`config.mk`:
```
export PLATFORM = sky130hd
export DESIGN_NAME = config_text_tokenizer_unit
export DESIGN_NICKNAME = d
export VERILOG_FILES = /design/src/rtl/core/ctt_pkg.sv /design/src/rtl/core/config_text_tokenizer_unit.sv /design/src/rtl/core/ctt_front.sv /design/src/rtl/core/ctt_queue.sv /design/src/rtl/core/ctt_back.sv
export SDC_FILE = /design/constraint.sdc
export NUM_CORES = 1
export LEC_CHECK = 0
export CAP_MARGIN = 15
export CORE_ASPECT_RATIO = 1.25
export CORE_UTILIZATION = 40
export CTS_CLUSTER_DIAMETER = 50
export DETAILED_ROUTE_END_ITERATION = 6
export DONT_BUFFER_PORTS = 1
export GPL_TIMING_DRIVEN = 0
export SKIP_LAST_GASP = 1
export SLEW_MARGIN = 25
export SYNTH_ARGS = -nofsm -noshare
export SYNTH_HDL_FRONTEND = slang
export SYNTH_SLANG_ARGS = --single-unit
export TNS_END_PERCENT = 30
```
`constraint.sdc`:
```
create_clock -name clk -period 8.1 [get_ports clk]
set_input_delay 0.405 -clock clk [delete_from_list [all_inputs] [get_ports clk]]
set_output_delay 0.405 -clock clk [all_outputs]
set_load 0.01 [all_outputs]
```
`src/rtl/core/ctt_pkg.sv`:
```
`default_nettype none
// ----------------------------------------------------------------------------
// ctt_pkg: shared types and constants of the config text tokenizer
// Token kinds, error kinds, scan modes and the token record.
// ----------------------------------------------------------------------------
package ctt_pkg;

    localparam int unsigned DEF_MAX_SOURCE_BYTES = 65536;
    localparam int unsigned QUEUE_DEPTH = 4;

    typedef enum logic [3:0] {
        M_IDLE, M_COMMENT, M_STRING, M_STRING_ESC, M_DIRECTIVE,
        M_NUM_INT, M_NUM_DOT, M_NUM_FRAC, M_NUM_SUFFIX, M_IDENT
    } scan_mode_t;

    localparam logic [4:0] K_EOF       = 5'd0;
    localparam logic [4:0] K_DOT       = 5'd6;
    localparam logic [4:0] K_COMMENT   = 5'd9;
    localparam logic [4:0] K_STRING    = 5'd10;
    localparam logic [4:0] K_DIRECTIVE = 5'd11;
    localparam logic [4:0] K_NUMBER    = 5'd12;
    localparam logic [4:0] K_IDENT     = 5'd13;
    localparam logic [4:0] K_TRUE      = 5'd14;
    localparam logic [4:0] K_FALSE     = 5'd15;
    localparam logic [4:0] K_NULL      = 5'd16;
    localparam logic [4:0] K_ERROR     = 5'd17;

    localparam logic [1:0] E_NONE       = 2'd0;
    localparam logic [1:0] E_UNEXPECTED = 2'd1;
    localparam logic [1:0] E_UNTERM     = 2'd2;

    localparam logic [39:0] WORD_TRUE  = 40'h0074727565;
    localparam logic [39:0] WORD_NULL  = 40'h006e756c6c;
    localparam logic [39:0] WORD_FALSE = 40'h66616c7365;

    typedef struct packed {
        logic [4:0]  kind;
        logic [1:0]  err;
        logic [15:0] start;
        logic [16:0] len;
        logic [15:0] line;
        logic [15:0] col;
        logic        last;
    } token_t;

    // up to three tokens produced by one byte
    typedef struct packed {
        logic [1:0] count;
        token_t     t0;
        token_t     t1;
        token_t     t2;
    } token_group_t;

    function automatic logic is_digit(input logic [7:0] c);
        return (c >= 8'h30) && (c <= 8'h39);
    endfunction

    function automatic logic is_letter(input logic [7:0] c);
        return ((c >= 8'h61) && (c <= 8'h7a)) || ((c >= 8'h41) && (c <= 8'h5a))
            || (c == 8'h5f);
    endfunction

    function automatic logic [15:0] sat_inc16(input logic [15:0] v);
        return (v == 16'hffff) ? v : v + 16'd1;
    endfunction

endpackage : ctt_pkg
`default_nettype wire

```
`src/rtl/core/config_text_tokenizer_unit.sv`:
```
// a token group is written into the group queue when its byte is accepted; its words are offered from the queue head
// throughput: one byte per cycle while the group queue is not full; a group of k tokens
// leaves as k output words, absorbed by a four-entry group queue between scanner and emitter
// reset: rst_n asynchronous active low; position counts return to line 1 col 1
// end_of_text also returns the scanner to its reset state
`default_nettype none
// ----------------------------------------------------------------------------
// config_text_tokenizer_unit: streaming tokenizer top level
// Byte scanner, group queue and token emitter.
// ----------------------------------------------------------------------------
module config_text_tokenizer_unit
    import ctt_pkg::*;
#(
    parameter int unsigned MAX_SOURCE_BYTES = DEF_MAX_SOURCE_BYTES
)
(
    input  wire logic        clk,
    input  wire logic        rst_n,
    input  wire logic        in_valid,
    output logic             in_ready,
    input  wire logic [7:0]  ch,
    input  wire logic        end_of_text,
    output logic             out_valid,
    input  wire logic        out_ready,
    output logic [4:0]       token_kind,
    output logic [1:0]       error_kind,
    output logic [15:0]      start_offset,
    output logic [16:0]      lexeme_length,
    output logic [15:0]      line,
    output logic [15:0]      column,
    output logic             last
);

    token_group_t grp, head;
    token_t       tok;
    logic         full, empty, pop, fire;

    assign in_ready = !full;
    assign fire = in_valid && in_ready;

    ctt_front #(.MAX_SOURCE_BYTES(MAX_SOURCE_BYTES)) u_front (
        .clk(clk), .rst_n(rst_n), .ch(ch), .end_of_text(end_of_text),
        .in_fire(fire), .group_out(grp)
    );

    ctt_queue u_queue (
        .clk(clk), .rst_n(rst_n), .push(fire && grp.count != 2'd0),
        .push_data(grp), .full(full), .pop(pop), .empty(empty), .head(head)
    );

    ctt_back u_back (
        .clk(clk), .rst_n(rst_n), .q_empty(empty), .q_head(head), .q_pop(pop),
        .out_valid(out_valid), .out_ready(out_ready), .out_tok(tok)
    );

    assign token_kind = tok.kind;
    assign error_kind = tok.err;
    assign start_offset = tok.start;
    assign lexeme_length = tok.len;
    assign line = tok.line;
    assign column = tok.col;
    assign last = tok.last;

endmodule : config_text_tokenizer_unit
`default_nettype wire

```
`src/rtl/core/ctt_front.sv`:
```
`default_nettype none
// ----------------------------------------------------------------------------
// ctt_front: scanner front end
// Accepts one byte per cycle while in_fire is high, tracks position and scan mode, and builds the
// group of tokens that the byte closes or forms.
// ----------------------------------------------------------------------------
module ctt_front
    import ctt_pkg::*;
#(
    parameter int unsigned MAX_SOURCE_BYTES = DEF_MAX_SOURCE_BYTES,
    localparam int unsigned OW = $clog2(MAX_SOURCE_BYTES + 1)
)
(
    input  wire logic         clk,
    input  wire logic         rst_n,
    input  wire logic [7:0]   ch,
    input  wire logic         end_of_text,
    input  wire logic         in_fire,
    output token_group_t      group_out
);

    localparam logic [OW-1:0] MAX_OFF = OW'(MAX_SOURCE_BYTES);

    scan_mode_t   mode_reg, mode_next;
    logic         qsingle_reg, qsingle_next;
    logic [OW-1:0] off_reg, off_next, tstart_reg, tstart_next;
    logic [15:0]  tline_reg, tline_next, tcol_reg, tcol_next;
    logic [15:0]  line_reg, line_next, col_reg, col_next;
    logic [1:0]   suf_reg, suf_next;
    logic [39:0]  kw_reg, kw_next;

    token_t       tk [3];
    logic [1:0]   n;
    logic [OW-1:0] off_inc, off_m1;
    logic [15:0]  dot_col;
    logic         restart;
    logic         is_alnum_c;
    logic [7:0]   quote;
    logic [3:0]   punct;

    function automatic logic [16:0] span(input logic [OW-1:0] e, input logic [OW-1:0] b);
        return (e >= b) ? 17'(e - b) : 17'd0;
    endfunction

    function automatic token_t mk(input logic [4:0] k, input logic [1:0] er,
                                  input logic [OW-1:0] s, input logic [16:0] l,
                                  input logic [15:0] ln, input logic [15:0] cl);
        token_t t;
        t.kind = k;
        t.err = er;
        t.start = 16'(s);
        t.len = l;
        t.line = ln;
        t.col = cl;
        t.last = 1'b0;
        return t;
    endfunction

    function automatic logic [4:0] word_kind(input logic [16:0] l, input logic [39:0] w);
        if (l == 17'd4 && w == WORD_TRUE)
            return K_TRUE;
        else if (l == 17'd5 && w == WORD_FALSE)
            return K_FALSE;
        else if (l == 17'd4 && w == WORD_NULL)
            return K_NULL;
        return K_IDENT;
    endfunction

    always_ff @(posedge clk or negedge rst_n)
    begin
        if (!rst_n)
        begin
            mode_reg    <= M_IDLE;
            qsingle_reg <= 1'b0;
            off_reg     <= '0;
            tstart_reg  <= '0;
            tline_reg   <= 16'd1;
            tcol_reg    <= 16'd1;
            line_reg    <= 16'd1;
            col_reg     <= 16'd1;
            suf_reg     <= '0;
            kw_reg      <= '0;
        end
        else if (in_fire)
        begin
            mode_reg    <= mode_next;
            qsingle_reg <= qsingle_next;
            off_reg     <= off_next;
            tstart_reg  <= tstart_next;
            tline_reg   <= tline_next;
            tcol_reg    <= tcol_next;
            line_reg    <= line_next;
            col_reg     <= col_next;
            suf_reg     <= suf_next;
            kw_reg      <= kw_next;
        end
    end

    always_comb
    begin
        off_inc = (off_reg < MAX_OFF) ? off_reg + OW'(1) : MAX_OFF;
        off_m1 = (off_reg >= OW'(1)) ? off_reg - OW'(1) : '0;
        dot_col = (col_reg < 16'hffff) ? col_reg - 16'd1 : 16'hffff;
        is_alnum_c = is_letter(ch) || is_digit(ch);
        quote = qsingle_reg ? 8'h27 : 8'h22;
        mode_next = mode_reg;
        qsingle_next = qsingle_reg;
        off_next = off_inc;
        tstart_next = tstart_reg;
        tline_next = tline_reg;
        tcol_next = tcol_reg;
        line_next = line_reg;
        col_next = col_reg;
        suf_next = suf_reg;
        kw_next = kw_reg;
        restart = 1'b0;
        n = 2'd0;
        punct = 4'd0;
        for (int i = 0; i < 3; i++)
            tk[i] = '0;

        if (end_of_text)
        begin
            unique case (mode_reg)
                M_COMMENT:
                begin
                    tk[0] = mk(K_COMMENT, E_NONE, tstart_reg, span(off_reg, tstart_reg),
                               tline_reg, tcol_reg);
                    n = 2'd1;
                end
                M_STRING, M_STRING_ESC:
                begin
                    tk[0] = mk(K_ERROR, E_UNTERM, tstart_reg, span(off_reg, tstart_reg),
                               tline_reg, tcol_reg);
                    n = 2'd1;
                end
                M_DIRECTIVE:
                begin
                    tk[0] = mk(K_DIRECTIVE, E_NONE, tstart_reg, span(off_reg, tstart_reg),
                               tline_reg, tcol_reg);
                    n = 2'd1;
                end
                M_NUM_INT, M_NUM_FRAC, M_NUM_SUFFIX:
                begin
                    tk[0] = mk(K_NUMBER, E_NONE, tstart_reg, span(off_reg, tstart_reg),
                               tline_reg, tcol_reg);
                    n = 2'd1;
                end
                M_NUM_DOT:
                begin
                    tk[0] = mk(K_NUMBER, E_NONE, tstart_reg, span(off_m1, tstart_reg),
                               tline_reg, tcol_reg);
                    tk[1] = mk(K_DOT, E_NONE, off_m1, 17'd1, line_reg, dot_col);
                    n = 2'd2;
                end
                M_IDENT:
                begin
                    tk[0] = mk(word_kind(span(off_reg, tstart_reg), kw_reg), E_NONE,
                               tstart_reg, span(off_reg, tstart_reg), tline_reg, tcol_reg);
                    n = 2'd1;
                end
                default: ;
            endcase
            tk[n] = mk(K_EOF, E_NONE, off_reg, 17'd0, line_reg, col_reg);
            n = n + 2'd1;
            mode_next = M_IDLE;
            qsingle_next = 1'b0;
            off_next = '0;
            tstart_next = '0;
            tline_next = 16'd1;
            tcol_next = 16'd1;
            line_next = 16'd1;
            col_next = 16'd1;
            suf_next = '0;
            kw_next = '0;
        end
        else
        begin
            unique case (mode_reg)
                M_COMMENT:
                    if (ch == 8'h0a)
                    begin
                        tk[0] = mk(K_COMMENT, E_NONE, tstart_reg,
                                   span(off_reg, tstart_reg), tline_reg, tcol_reg);
                        n = 2'd1;
                        restart = 1'b1;
                    end
                M_STRING:
                    if (ch == quote)
                    begin
                        tk[0] = mk(K_STRING, E_NONE, tstart_reg,
                                   span(off_reg, tstart_reg), tline_reg, tcol_reg);
                        n = 2'd1;
                        mode_next = M_IDLE;
                    end
                    else if (ch == 8'h5c)
                        mode_next = M_STRING_ESC;
                M_STRING_ESC:
                    if (ch != 8'h5c)
                        mode_next = M_STRING;
                M_DIRECTIVE:
                    if (!is_alnum_c)
                    begin
                        tk[0] = mk(K_DIRECTIVE, E_NONE, tstart_reg,
                                   span(off_reg, tstart_reg), tline_reg, tcol_reg);
                        n = 2'd1;
                        restart = 1'b1;
                    end
                M_NUM_INT, M_NUM_FRAC:
                    if (is_digit(ch))
                        mode_next = mode_reg;
                    else if (ch == 8'h2e && mode_reg == M_NUM_INT)
                        mode_next = M_NUM_DOT;
                    else if (is_letter(ch))
                    begin
                        mode_next = M_NUM_SUFFIX;
                        suf_next = 2'd1;
                    end
                    else
                    begin
                        tk[0] = mk(K_NUMBER, E_NONE, tstart_reg,
                                   span(off_reg, tstart_reg), tline_reg, tcol_reg);
                        n = 2'd1;
                        restart = 1'b1;
                    end
                M_NUM_DOT:
                    if (is_digit(ch))
                        mode_next = M_NUM_FRAC;
                    else
                    begin
                        tk[0] = mk(K_NUMBER, E_NONE, tstart_reg,
                                   span(off_m1, tstart_reg), tline_reg, tcol_reg);
                        tk[1] = mk(K_DOT, E_NONE, off_m1, 17'd1, line_reg, dot_col);
                        n = 2'd2;
                        restart = 1'b1;
                    end
                M_NUM_SUFFIX:
                    if (is_letter(ch) && suf_reg < 2'd3)
                        suf_next = suf_reg + 2'd1;
                    else
                    begin
                        tk[0] = mk(K_NUMBER, E_NONE, tstart_reg,
                                   span(off_reg, tstart_reg), tline_reg, tcol_reg);
                        n = 2'd1;
                        restart = 1'b1;
                    end
                M_IDENT:
                    if (is_alnum_c)
                        kw_next = {kw_reg[31:0], ch};
                    else
                    begin
                        tk[0] = mk(word_kind(span(off_reg, tstart_reg), kw_reg), E_NONE,
                                   tstart_reg, span(off_reg, tstart_reg), tline_reg,
                                   tcol_reg);
                        n = 2'd1;
                        restart = 1'b1;
                    end
                default:
                    restart = 1'b1;
            endcase

            if (restart)
            begin
                mode_next = M_IDLE;
                tstart_next = off_reg;
                tline_next = line_reg;
                tcol_next = col_reg;
                case (ch)
                    8'h7b: punct = 4'd1;
                    8'h7d: punct = 4'd2;
                    8'h5b: punct = 4'd3;
                    8'h5d: punct = 4'd4;
                    8'h2c: punct = 4'd5;
                    8'h2e: punct = 4'd6;
                    8'h3b: punct = 4'd7;
                    8'h3d: punct = 4'd8;
                    default: punct = 4'd0;
                endcase
                if (ch == 8'h20 || ch == 8'h09 || ch == 8'h0d || ch == 8'h0a)
                    mode_next = M_IDLE;
                else if (ch == 8'h23)
                    mode_next = M_COMMENT;
                else if (ch == 8'h22 || ch == 8'h27)
                begin
                    mode_next = M_STRING;
                    qsingle_next = (ch == 8'h27);
                    tstart_next = off_inc;
                end
                else if (ch == 8'h40)
                begin
                    mode_next = M_DIRECTIVE;
                    tstart_next = off_inc;
                    tcol_next = sat_inc16(col_reg);
                end
                else if (punct != 4'd0)
                begin
                    tk[n] = mk({1'b0, punct}, E_NONE, off_reg, 17'd1, line_reg, col_reg);
                    n = n + 2'd1;
                end
                else if (is_digit(ch))
                    mode_next = M_NUM_INT;
                else if (is_letter(ch))
                begin
                    mode_next = M_IDENT;
                    kw_next = {32'd0, ch};
                end
                else
                begin
                    tk[n] = mk(K_ERROR, E_UNEXPECTED, off_reg, 17'd1, line_reg, col_reg);
                    n = n + 2'd1;
                end
            end

            if (ch == 8'h0a)
            begin
                line_next = sat_inc16(line_reg);
                col_next = 16'd1;
            end
            else
                col_next = sat_inc16(col_reg);
        end

        if (n != 2'd0)
            tk[n - 2'd1].last = 1'b1;
        group_out.count = n;
        group_out.t0 = tk[0];
        group_out.t1 = tk[1];
        group_out.t2 = tk[2];
    end

endmodule : ctt_front
`default_nettype wire

```
`src/rtl/core/ctt_queue.sv`:
```
`default_nettype none
// ----------------------------------------------------------------------------
// ctt_queue: token group queue
// Short queue of token groups between scanner and emitter.
// ----------------------------------------------------------------------------
module ctt_queue
    import ctt_pkg::*;
(
    input  wire logic   clk,
    input  wire logic   rst_n,
    input  wire logic   push,
    input  token_group_t push_data,
    output logic        full,
    input  wire logic   pop,
    output logic        empty,
    output token_group_t head
);

    localparam int unsigned AW = $clog2(QUEUE_DEPTH);

    token_group_t     mem [QUEUE_DEPTH];
    logic [AW-1:0]    wp_reg, rp_reg;
    logic [AW:0]      cnt_reg;

    assign full = (cnt_reg == (AW+1)'(QUEUE_DEPTH));
    assign empty = (cnt_reg == '0);
    assign head = mem[rp_reg];

    always_ff @(posedge clk)
    begin
        if (push)
            mem[wp_reg] <= push_data;
    end

    always_ff @(posedge clk or negedge rst_n)
    begin
        if (!rst_n)
        begin
            wp_reg <= '0;
            rp_reg <= '0;
            cnt_reg <= '0;
        end
        else
        begin
            if (push)
                wp_reg <= wp_reg + AW'(1);
            if (pop)
                rp_reg <= rp_reg + AW'(1);
            cnt_reg <= cnt_reg + (AW+1)'(push) - (AW+1)'(pop);
        end
    end

endmodule : ctt_queue
`default_nettype wire

```
`src/rtl/core/ctt_back.sv`:
```
`default_nettype none
// ----------------------------------------------------------------------------
// ctt_back: token emitter
// Takes token groups from the queue and sends their tokens one per word.
// ----------------------------------------------------------------------------
module ctt_back
    import ctt_pkg::*;
(
    input  wire logic   clk,
    input  wire logic   rst_n,
    input  wire logic   q_empty,
    input  token_group_t q_head,
    output logic        q_pop,
    output logic        out_valid,
    input  wire logic   out_ready,
    output token_t      out_tok
);

    logic [1:0] idx_reg, idx_next;
    token_t     sel;

    always_comb
    begin
        case (idx_reg)
            2'd0: sel = q_head.t0;
            2'd1: sel = q_head.t1;
            default: sel = q_head.t2;
        endcase
    end

    assign out_valid = !q_empty;
    assign out_tok = sel;

    always_comb
    begin
        idx_next = idx_reg;
        q_pop = 1'b0;
        if (out_valid && out_ready)
        begin
            if (idx_reg + 2'd1 >= q_head.count)
            begin
                q_pop = 1'b1;
                idx_next = 2'd0;
            end
            else
                idx_next = idx_reg + 2'd1;
        end
    end

    always_ff @(posedge clk or negedge rst_n)
    begin
        if (!rst_n)
            idx_reg <= '0;
        else
            idx_reg <= idx_next;
    end

endmodule : ctt_back
`default_nettype wire

```
== Word-level counts from Yosys, hierarchy flattened ==
Memories as Yosys holds them, arrays and structs flattened.
Index checks and enable logic that the tools add are counted.

* Logic and storage cells: 300
* Bits in writable memories: 884
* Memories: 1
* Register bits: 154

* $add $sub $neg: 16
* Eq/ne operators: 50
* Bitwise gates (word level): 3
* Muxes and demuxes: 155
* Reductions and logical operators: 42
* Order comparisons: 19

{| class="wikitable"
|+ Memory list
! memory !! depth !! bits a word !! read ports !! clocked after memory_dff !! wr ports !! line !! RTL
|-
| u_queue.mem || 4 || 221 || 1 || 0 || 1 || ctt_queue.sv:21 || <nowiki>token_group_t mem [QUEUE_DEPTH];</nowiki>
|}

{| class="wikitable"
|+ Operators by type and width
! cell !! number
|-
| 219-bit two-way mux || 10
|-
| 219-bit bitwise mux || 4
|-
| 73-bit two-way mux || 10
|-
| 73-bit case mux with 7 select lines || 1
|-
| 40-bit two-way mux || 11
|-
| 73-bit demux with 2-bit select || 3
|-
| 73-bit case mux with 6 select lines || 1
|-
| 72-bit two-way mux || 5
|-
| 16-bit two-way mux || 15
|-
| 17-bit two-way mux || 11
|-
| 73-bit case mux with 2 select lines || 1
|-
| 145-bit two-way mux || 1
|-
| 40-bit by 31-bit equality test with 1-bit output, second input constant || 2
|-
| 4-bit two-way mux || 18
|-
| 71-bit two-way mux || 1
|-
| 8-bit by 6-bit equality test with 1-bit output, second input constant || 8
|-
| 8-bit by 7-bit equality test with 1-bit output, second input constant || 7
|-
| 40-bit by 39-bit equality test with 1-bit output, second input constant || 1
|-
| 2-bit two-way mux || 20
|-
| 17-bit by 3-bit equality test with 1-bit output, second input constant || 2
|-
| 17-bit >= comparator || 2
|-
| 17-bit subtractor || 2
|-
| 16-bit by 1-bit adder with 16-bit output, second input constant || 2
|-
| 16-bit equality test, second input constant || 2
|-
| other kinds (59) || 145
|}

== Longest topological paths before layout ==
* Depth after elaboration: 27
* Gate-level depth with buffers: 19
* Mapped depth without buffers: 17

== Cells and area by module ==
From an unflattened synthesis, not the netlist that was laid out.

* Cell total of the unflattened synthesis: 3297
* Area, all modules: 47768.3 um^2

{| class="wikitable"
|+ Modules (own cells, without submodules)
! module !! cells an instance !! instances !! area an instance (um^2) !! seq. area each (um^2)
|-
| ctt_queue || 1189 || 1 || 32366.0 || 26720.6
|-
| ctt_front || 1843 || 1 || 13889.6 || 3633.5
|-
| ctt_back || 262 || 1 || 1487.7 || 50.0
|-
| config_text_tokenizer_unit || 3 || 1 || 25.0 || 0.0
|}

== Worst setup path before layout ==
OpenSTA, ideal clock, no wires.

* Kind: input-to-reg
* From: input ch[4]
* To: memory u_queue.mem[2][0] (netlist name), enable pin
* Stages: 9
* Arrival: 6.698 ns
* Buffers on the path: 1
* Setup time: 0.568 ns
* Path slack: 0.834 ns
* Cell sequence: buf_2 -> or4_4 -> a211oi_2 -> a41oi_4 -> o211a_2 -> a31oi_2 -> nor3_2 -> nor4_4 -> and2_1

* Longest elaborated chain between the ends: 23
* Elaborated cells between the ends (all ways): 73
* Those cells by class: add/sub (1); order compare (6); eq/ne (18); mux (33); reduce/logical (15)

{| class="wikitable"
|+ RTL lines
! item !! line !! RTL
|-
| start, declared || config_text_tokenizer_unit.sv:21 || <nowiki>input wire logic [7:0] ch,</nowiki>
|-
| 8-bit by 7-bit >= comparator with 1-bit output / 8-bit by 7-bit <= comparator with 1-bit output (equally long branches) || ctt_pkg.sv:59 || <nowiki>return ((c >= 8'h61) && (c <= 8'h7a)) || ((c >= 8'h41) && (c <= 8'h5a))</nowiki>
|-
| 1-bit logical AND || ctt_pkg.sv:59 ||
|-
| 1-bit logical OR || ctt_pkg.sv:59 ||
|-
| 1-bit logical OR || ctt_pkg.sv:60 || <nowiki>|| (c == 8'h5f);</nowiki>
|-
| 1-bit two-way mux || ctt_front.sv:214 || <nowiki>else if (is_letter(ch))</nowiki>
|-
| 2-bit two-way mux || ctt_front.sv:212 || <nowiki>else if (ch == 8'h2e && mode_reg == M_NUM_INT)</nowiki>
|-
| 2-bit two-way mux || ctt_front.sv:210 || <nowiki>if (is_digit(ch))</nowiki>
|-
| 2-bit case mux with 6 select lines || ctt_front.sv:179 || <nowiki>unique case (mode_reg)</nowiki>
|-
| [7 not listed] || - ||
|-
| 2-bit two-way mux || ctt_front.sv:281 || <nowiki>else if (ch == 8'h23)</nowiki>
|-
| 2-bit two-way mux || ctt_front.sv:279 || <nowiki>if (ch == 8'h20 || ch == 8'h09 || ch == 8'h0d || ch == 8'h0a)</nowiki>
|-
| 2-bit two-way mux * || ctt_front.sv:262 || <nowiki>if (restart)</nowiki>
|-
| 2-bit two-way mux * || ctt_front.sv:122 || <nowiki>if (end_of_text)</nowiki>
|-
| 2-bit nonzero test * || config_text_tokenizer_unit.sv:47 || <nowiki>.clk(clk), .rst_n(rst_n), .push(fire && grp.count != 2'd0),</nowiki>
|-
| 1-bit logical AND * || config_text_tokenizer_unit.sv:47 ||
|-
| 1-bit two-way mux * || ctt_queue.sv:31 || <nowiki>if (push)</nowiki>
|-
| 1-bit two-way mux (not written as such) * || ctt_queue.sv:32 || <nowiki>mem[wp_reg] <= push_data;</nowiki>
|-
| end, declared || ctt_queue.sv:21 ||
|}

Mark *: on every way between the ends. The rest lies on a longest branch, timed or not. The select of a mux whose other input is x is not followed.

==> results.toml <==
[status]
status = "finished, final reports clean"

[clocking]
cts_root_buffer = "sky130_fd_sc_hd__clkbuf_16"
clk_latency_ns = 0.70
post_cts_resize_count = 0
clock_tree.buffer_depth = 3
cts.htree.levels = 3
cts_inserted_buffers = 95
cts.reportedPaths.clkPinSlew_ns = 0.07
tritoncts_sinks = 894
tritoncts = "yes"

[synthesis]
synth.most_common_cell = "sky130_fd_sc_hd__edfxtp_1"
synthesized_area_fraction_occupied_by_ao_oa_aoi_and_oai_cells_pct = 11.7
synthCells = 3016
average_instance_area_after_synthesis_um2 = 14.0
post_synthesis_simple_gate_area_fraction_pct = 10.3
yosys.area_share.xor_xnor_pct = 1.43
adder_cell_share_of_the_synthesized_area_pct = 1.86
synth_area_mm2 = 0.0423
postSynth.asyncResetShare_pct = 17.2
ys_seq_elements = 894
synth_top_cell_area_share_pct = 52.6
synth-main-ff-cell = "sky130_fd_sc_hd__edfxtp_1"
synth_area_leaders = "sky130_fd_sc_hd__edfxtp_1 (53%), sky130_fd_sc_hd__mux4_2 (9.9%), sky130_fd_sc_hd__dfrtp_1 (8.9%)"
yosysWarningCount = 0
synth_edf_count = 740
yosysSeqAreaShare_pct = 61.7
dominant_combinational_cell_family_by_area_after_synthesis = "compound AO/OA/AOI/OAI gates"
synthDominantAreaCellType = "sky130_fd_sc_hd__edfxtp_1"
postSynthNetCount = 3090
ys_types = 118
yosys-top-cells-count = "sky130_fd_sc_hd__edfxtp_1 (740), sky130_fd_sc_hd__nand2_1 (297), sky130_fd_sc_hd__mux4_2 (185), sky130_fd_sc_hd__clkbuf_1 (157), sky130_fd_sc_hd__nor2_1 (156)"
synthMuxAreaShare_pct = 10.2

[layout]
fin_nets = 3212
flow.area_growth_from_synthesis_pct = 13.4
fraction_of_layout_instances_using_a_drive_strength_above_1_pct = 16.2
stdcell_area_mm2 = 0.0479
num-fill-cells = 9251
largest_register_ffs = 740

[floorplan]
floorplan.die.width_um = 293
core_area_mm2 = 0.104
design.die.area_mm2 = 0.107
die_height_um = 365
floorplan.rows = 132
floorplan.initialDensity_pct = 40.5
i_o_pins = 88

[sta]
achievable-frequency_ghz = 0.155
report.final.slew_viol_count = 0
fin_skew_ns = 0.0307
setup_repair_after_global_routing_missed_its_margin = "false"
worst_margin_slew_ns = 1.09
max-slew-margin-rel_pct = 26.9
finalCritPeriodShare_pct = 79.9
report.final.setup_viol = 0
timing.final.crit_period_ns = 6.47
final-hold-violation-count = 0
final.setup.tns_ns = 0

[routing]
via_count = 27500
route.met2.wl_um = 59500
detail_route.vias_per_cell = 5.95
ant_nets = 0
drc = 0
drt-met1-wl_um = 49500
drt-initial-drc-count = 2541
routed_wl_um = 124000
detailed_router_iteration_count_before_antenna_repair = 6
wire_per_inst_um = 26.8
met3WireLength_um = 8430
highest-signal-layer = "met4"

[critical_path]
end_kind = "flip-flop"
worst-endpoint-arrival_ns = 6.83
critPathSlowestCell = "sky130_fd_sc_hd__o31ai_1"
critPathRequiredTime_ns = 8.46
slowest_delay_ns = 0.80
timing.critical_path.cells = "clkbuf_1 -> nor4_1 -> nand4b_1 -> or2_2 -> nor2b_1 -> buf_2 -> buf_1 -> a21oi_1 -> ha_1 -> o21a_1 -> o31a_1 -> o31ai_1 -> a31oi_1 -> a21oi_1 -> a211oi_1 -> o21ai_2 -> o31ai_1"
critical_path.startpoint_type = "flip-flop"
crit_path_max_fanout = 10
crit_type = "flip-flop to flip-flop"

[place]
detailed_place.area_mm2 = 0.0446
gp_routability_congestion = 0.965
place_hpwl_um = 87400
place.port_buffers = 0

[pwr]
switching_share_pct = 38.1
vdd_drop_max_mv = 0.304
combPwrFrac_pct = 40.6
clock_power_share_pct = 25.0
power_uw = 18200
cellInternalPower_uw = 11300
static-leakage-power_uw = 0.0166
power.share.sequential_pct = 34.3
total_switching_power_uw = 6920
power_density_mw_per_mm2 = 380

[global_routing]
number_of_global_route_vias_before_repair = 27700
overflow = 0
globalRouteTotalUtil_pct = 23.2
antenna_violations_before_repair = 2
grt_max_degree = 155
grt_first_pass_wirelength_um = 183000

[run]
max_cap_viol = 0

[min_path]
hold_class = "input pin to flip-flop"
## logic make-up (layout without fill, tap and decap cells)
family	count (synthesis)	in the layout
DFF	894	894
AOI/OAI and AO/OA	656	656
and+or+nand+nor	854	854
other	0	1
adders and majority gates	61	61
muxes	197	197
xor gates and xnor gates	69	69
buffers and inverters	285	486
## area by class of cell
type | instances | area (µm²) | share of cell area [%]
antenna | 1 | 2.50 | 0.00522
buffer | 223 | 996 | 2.08
clock buffer | 120 | 2590 | 5.41
clock inverter | 56 | 699 | 1.46
inverter | 62 | 233 | 0.486
multi-input combinational | 1837 | 15000 | 31.3
sequential | 894 | 26100 | 54.4
tap | 1407 | 1760 | 3.67
timing repair buffer | 25 | 551 | 1.15
## cell usage in the layout, fill, tap and decap left out, types with 51 or more instances in the layout
master,count
sky130_fd_sc_hd__edfxtp_1,740
sky130_fd_sc_hd__nand2_1,297
sky130_fd_sc_hd__mux4_2,185
sky130_fd_sc_hd__clkbuf_1,165
sky130_fd_sc_hd__nor2_1,155
sky130_fd_sc_hd__dfrtp_1,150
sky130_fd_sc_hd__o21ai_0,122
sky130_fd_sc_hd__a21oi_1,99
sky130_fd_sc_hd__clkbuf_16,97
sky130_fd_sc_hd__and2_1,77
sky130_fd_sc_hd__a22o_1,71
sky130_fd_sc_hd__a22oi_1,70
sky130_fd_sc_hd__inv_1,61
sky130_fd_sc_hd__ha_1,58
sky130_fd_sc_hd__nor3_1,54
sky130_fd_sc_hd__a221oi_1,51
## layer usage
layer | track usage, % | vias up
met1 | 29.3 | 14000
li1 | - | 12100
met3 | 4.45 | 268
met4 | 11.6 | 0
met5 | 0 | -
met2 | 38.1 | 1097
## timing repair
item | in CTS | in global routing
setup buffers | 0 | 0
endpoints found under the hold margin | 156 | 0
hold buffers | 3 | 0
## power groups by stage
stage                     sequential, µW  clock (µW)  combinational (µW)
final                               6250        4550                7390
after floorplan                     6400           0                4890
after global placement              6620           0                7150
after detailed placement            6340           0                7360
after global routing                6310        4800                7910
after CTS                           6250        4620                7420
## per-stage QoR
step | hold slack, ns | setup slack [ns] | utilization (%) | instances
6_report | 0.246 | 1.63 | 46.0 | 4625
5_1_grt | 0.274 | 1.40 | 46.0 | 4624
2_1_floorplan | 0.109 | 0.834 | - | 3016
3_5_place_dp | 0.118 | 1.77 | 42.8 | 4445
4_1_cts | 0.217 | 1.76 | 46.0 | 4624
3_3_place_gp | 0.119 | -4.06 | 42.2 | 4423
## path summary, 6_finish.rpt
check,start,slack [ns],end,depth (start not counted)
max,u_front.off_reg[7]$_DFFE_PN0P_,1.63,u_queue.mem[1][182]$_DFFE_PP_,17
min,ch[4],0.25,u_front.kw_reg[4]$_DFFE_PN0P_,3
max reg2reg,u_front.off_reg[7]$_DFFE_PN0P_,1.63,u_queue.mem[1][182]$_DFFE_PP_,17
min reg2reg,u_back.idx_reg[1]$_DFFE_PN0P_,0.48,u_back.idx_reg[1]$_DFFE_PN0P_,2
max in group asynchronous,rst_n,6.97,u_front.tstart_reg[6]$_DFFE_PN0P_,2
min in group asynchronous,rst_n,0.33,u_back.idx_reg[1]$_DFFE_PN0P_,2
## critical path: cells and delay by family (launching register included)
family                     cells  cell delay [ns]
AOI/OAI and AO/OA              9             2.74
adders and majority gates      1             0.50
buffers and inverters          3             1.09
DFF                            1             0.44
and+or+nand+nor                4             1.38
No activity file was read; power rests on OpenSTA's default activity.
